==> config.mk <==
export PLATFORM = sky130hd
export DESIGN_NAME = vrt_ctrl
export DESIGN_NICKNAME = d
export VERILOG_FILES = /design/src/hw/rtl/vrt_pkg.sv /design/src/hw/rtl/vrt_ctrl.sv
export VERILOG_INCLUDE_DIRS = /design/src /design/src/hw/rtl
export SDC_FILE = /design/constraint.sdc
export NUM_CORES = 1
export LEC_CHECK = 0
export BUFFER_PORTS_ARGS = -buffer_cell sky130_fd_sc_hd__clkbuf_2
export CORE_AREA = 2 2 39 41
export CTS_CLUSTER_DIAMETER = 50
export DETAILED_ROUTE_END_ITERATION = 8
export DIE_AREA = 0 0 41 43
export HOLD_SLACK_MARGIN = 0.05
export PLACE_DENSITY = 0.54
export SLEW_MARGIN = 10
export SYNTH_ARGS = -nofsm -noshare
export SYNTH_HDL_FRONTEND = slang
export SYNTH_SLANG_ARGS = --single-unit
==> constraint.sdc <==
create_clock -name clk_i -period 4.79 [get_ports clk_i]
set_input_delay 0.479 -clock clk_i [delete_from_list [all_inputs] [get_ports clk_i]]
set_output_delay 0.479 -clock clk_i [all_outputs]
set_load 0.05 [all_outputs]
==> src/hw/rtl/voxel_ray_traversal_assert.svh <==
// Assertion macros shared by the voxel ray traversal RTL.
// Needs clk_i and rst_ni in the scope of each use.
`ifndef VOXEL_RAY_TRAVERSAL_ASSERT_SVH
`define VOXEL_RAY_TRAVERSAL_ASSERT_SVH

// Clocked check, off while reset is applied.
`define VRT_ASSERT(lbl, prop, msg) \
  lbl: assert property (@(posedge clk_i) disable iff (!rst_ni) prop) else $error(msg);

// Clocked check that also holds during reset.
`define VRT_ASSERT_ALWAYS(lbl, prop, msg) \
  lbl: assert property (@(posedge clk_i) prop) else $error(msg);

`endif

==> src/hw/rtl/vrt_pkg.sv <==
// Package for the voxel ray traversal block: constants, state codes,
// and the command and status structs between controller and datapath.
package vrt_pkg;

  localparam int FracBits = 11;
  localparam int GridSize = 32;
  localparam int DistW    = FracBits + 10;
  localparam int QuotW    = FracBits + 15;
  localparam int QCntW    = $clog2(QuotW);
  localparam int AddrW    = 10;
  localparam int WordW    = 32;
  localparam int MemDepth = 1024;
  localparam logic [DistW-1:0] DistLimit  = {DistW{1'b1}};
  localparam logic [15:0]      ReachReset = 16'd16384;

  localparam logic OP_WRITE = 1'b0;
  localparam logic OP_CAST  = 1'b1;

  typedef enum logic [2:0] {
    S_CLEAR, S_IDLE, S_DIV, S_MUL, S_STEP, S_CHECK, S_DONE
  } state_e;

  typedef enum logic [1:0] {AXIS_X, AXIS_Y, AXIS_Z} axis_e;

  typedef struct packed {
    logic clr_en;
    logic load;
    logic div_step;
    logic mul;
    logic step;
    logic set_hit;
    logic out_load;
  } cmd_t;

  typedef struct packed {
    logic clr_done;
    logic is_cast;
    logic div_done;
    logic axis_last;
    logic reach_ok;
    logic occ_hit;
    logic past_grid;
  } sts_t;

endpackage

==> src/hw/rtl/vrt_ctrl.sv <==
// Controller state machine of the voxel ray traversal block.
// Depends on vrt_pkg and voxel_ray_traversal_assert.svh.
`include "voxel_ray_traversal_assert.svh"
module vrt_ctrl (
  input  logic          clk_i,
  input  logic          rst_ni,
  input  logic          in_valid_i,
  output logic          in_ready_o,
  output logic          out_valid_o,
  input  logic          out_ready_i,
  input  vrt_pkg::sts_t sts_i,
  output vrt_pkg::cmd_t cmd_o
);
  import vrt_pkg::*;

  state_e state_q, state_d;
  logic   out_valid_q, out_valid_d;

  always_ff @(posedge clk_i or negedge rst_ni) begin
    if (!rst_ni) begin
      state_q     <= S_CLEAR;
      out_valid_q <= 1'b0;
    end else begin
      state_q     <= state_d;
      out_valid_q <= out_valid_d;
    end
  end

  always_comb begin
    state_d    = state_q;
    cmd_o      = '0;
    in_ready_o = 1'b0;
    case (state_q)
      S_CLEAR: begin
        cmd_o.clr_en = 1'b1;
        if (sts_i.clr_done) state_d = S_IDLE;
      end
      S_IDLE: begin
        in_ready_o = 1'b1;
        if (in_valid_i) begin
          cmd_o.load = 1'b1;
          state_d    = sts_i.is_cast ? S_DIV : S_DONE;
        end
      end
      S_DIV: begin
        cmd_o.div_step = 1'b1;
        if (sts_i.div_done) state_d = S_MUL;
      end
      S_MUL: begin
        cmd_o.mul = 1'b1;
        state_d   = sts_i.axis_last ? S_STEP : S_DIV;
      end
      S_STEP: begin
        if (sts_i.reach_ok) begin
          cmd_o.step = 1'b1;
          state_d    = S_CHECK;
        end else begin
          state_d = S_DONE;
        end
      end
      S_CHECK: begin
        if (sts_i.occ_hit) begin
          cmd_o.set_hit = 1'b1;
          state_d       = S_DONE;
        end else if (sts_i.past_grid) begin
          state_d = S_DONE;
        end else begin
          state_d = S_STEP;
        end
      end
      S_DONE: begin
        if (!out_valid_q || out_ready_i) begin
          cmd_o.out_load = 1'b1;
          state_d        = S_IDLE;
        end
      end
      default: state_d = S_IDLE;
    endcase
  end

  always_comb begin
    if (cmd_o.out_load) begin
      out_valid_d = 1'b1;
    end else if (out_ready_i) begin
      out_valid_d = 1'b0;
    end else begin
      out_valid_d = out_valid_q;
    end
  end

  assign out_valid_o = out_valid_q;

  `VRT_ASSERT_ALWAYS(a_no_accept_in_clear, (state_q == S_CLEAR) |-> !in_ready_o, "ready during clear")
  `VRT_ASSERT(a_valid_from_done, $rose(out_valid_q) |-> $past(state_q == S_DONE), "result not from done")
  `VRT_ASSERT(a_check_after_step, (state_q == S_CHECK) |-> $past(state_q == S_STEP), "check without step")
endmodule

==> results.txt <==
Routed vias/inst: 4.64
Worst Setup End Kind: primary output
Routed Antenna Nets: 0
Syn Inst Count: 46
Max Cap Viol: 0
Slew @ Worst Pin: 382 ps
CTS root buf: clkbuf_4
Critical Path AT: 1640 ps
Hold WC Path Type: reg2reg
Reg clk slew, reported paths: 40 ps
CTS Buf Count: 3
Synthesized cell area: 380 um^2
Fin Hold WS: 514 ps
Fmax: 473 MHz
Reg-to-reg critical path startpoint: state_q[1]
Routed wire length per instance: 10.9 um
RSZ-0062 raised after global routing: false
Initial antenna violation count: 0
Num rows: 14
Fin crit period: 2120 ps
Ranking of synthesized cells by area: dfrtp_1 (26%), nor3_1 (5.3%), nand2b_1 (4.9%)
Crit path to: cmd_o[0]
Area grow syn2layout: 30.6%
RR Endpoint: state_q[0]
Post-DP HPWL: 679 um
# hold bufs at CTS: 1
Die Wd: 41 um
Core area: 1380 um^2
Final setup vio count: 0
Setup clock skew after layout: 7.49 ps
Fin. max-slew vios: 0
Drt pass-1 iters: 2
H-tree depth: 1
Kind of start point of the critical path: flip-flop
Post-synth EDFFs: 0
Routed wire length: 882 um
Clock sinks: 4
DR vias: 376
Reg2reg path depth: 5
Netlist cell types: 26
Layout cell share with drive strength beyond 1: 46.2%
GRT Total Usage: 12.2%
CTS max path bufs: 2
GPL Wtd Cong: 0.636
Clk_lat worst skew: 240 ps
Mean Syn Cell Area: 8.27 um^2
Primary FF master, synth: dfrtp_1
Post-synthesis sequential area ratio: 26.3%
Residual DRC: 0
Synth top area share: 26.3%
TritonCTS clock tree: built
PortBufs: 19
Layout Nets: 79
Die ar.: 1760 um^2
Slew margin rel.: 74.5%
Crit share post-route: 44.2%
Die height: 43 um
Status: finished clean
Post-CTS setup buffer count: 0
First-pass GRT wire length: 1.42 mm
P per Cell Area: 694 nW/um^2
Filler cell count: 154
Worst EP required: 4310 ps
Leak: 0.268 nW
Num ports: 20
Maximum number of pins on one net before global-route repair: 15
Worst Setup SP: state_q[0]
Vias in the first global route: 341
VDD IR max: 0.211 mV
Final Hold Viols: 0
PostCTS Resize Cnt: 0
Flip-flop and latch count after synthesis: 4
Total grt overflow: 0
ANT cells: 0
Synth warn: 0
Flop2flop setup slack: 2900 ps
Crit Path Class: reg2out
Post-synth net total: 58
Starting density of the core: 27.5%
Area leader, netlist: dfrtp_1
Setup TNS: 0 ps
DRT iter0 DRCs: 4
CP Max Fanout: 13
Fraction of registers with async set/reset: 100%
WHS Path Cells: 2
[report_power, final]
| part | total, mW | switching, mW | internal (mW) | leakage [nW] |
|---|---|---|---|---|
| Clock | 0.0432 | 0.0151 | 0.0281 | 0.0138 |
| Combinational | 0.224 | 0.139 | 0.0853 | 0.203 |
| Sequential | 0.0776 | 0.0313 | 0.0463 | 0.0515 |
[worst max-delay path: stages (launching register included)]
cell      delay (ps)
dfrtp_1          490
nand2b_1         230
or2_2            320
nor2_1            90
clkbuf_2         270
[worst min path at each step]
stage	startpoint	to	slack [ps]
finish	out_valid_o	out_valid_o	510
global placement	rst_ni	out_valid_o	290
global route	out_ready_i	out_valid_o	580
floorplan	rst_ni	out_valid_o	180
detailed placement	rst_ni	out_valid_o	290
CTS	out_valid_o	out_valid_o	520
[area by class of cell]
cell class | instances | area (um^2) | share of cell area [%]
timing repair buffer | 20 | 105 | 21.2
inverter | 2 | 7.51 | 1.51
clock buffer | 3 | 22.5 | 4.53
multi-input combinational | 36 | 241 | 48.6
tap | 16 | 20.0 | 4.03
sequential | 4 | 100 | 20.2
[synthesized netlist by cell type, types with 2 or more instances]
library cell and number:
nand2_1 3, nor2b_1 2, inv_1 2, a31o_2 2
nor3_1 4, nand2b_1 3, buf_4 2, o21ai_0 2
nor2_1 5, and3_1 2, dfrtp_1 4
[flip-flops by register name, indices dropped and copies added (netlist names)]
signal and cells:
state_q 3, out_valid_o 1
[routing by layer]
metal	wire (um)	global-route usage, %	up-vias
met1	403	13.7	164
met5	0	0	-
met3	41	7.85	0
met2	437	19.1	11
li1	-	-	201
met4	0	2.00	0
[cell families (layout without fill, tap and decap cells)]
| group | Yosys count | after routing | share of synthesized area [%] |
|---|---|---|---|
| compound gates | 8 | 8 | 15.5 |
| simple gates | 25 | 25 | 38.2 |
| mux | 2 | 2 | 6.58 |
| buf+inv | 6 | 25 | 10.2 |
| fa+ha+maj | 1 | 1 | 3.29 |
| flops | 4 | 4 | 26.3 |
[layout by cell type (no fill, tap or decap), types with 2 or more instances in the layout]
master / n
clkbuf_2: 19
nor2_1: 5
nor3_1: 4
dfrtp_1: 4
nand2b_1: 3
nand2_1: 3
clkbuf_4: 3
inv_1: 2
and3_1: 2
nor2b_1: 2
o21ai_0: 2
a31o_2: 2
[per-stage QoR]
stage	power [mW]	std cells	worst slack, ps	utilization, %	instance area (um^2)
3_3_place_gp	0.302	77	2930	33.5	464
5_1_grt	0.374	81	2580	35.9	497
4_1_cts	0.348	81	2650	35.9	497
6_report	0.345	81	2670	35.9	497
2_1_floorplan	0.267	46	2640	-	380
3_5_place_dp	0.301	77	2920	33.5	464
No activity file was read; power rests on OpenSTA's default activity.
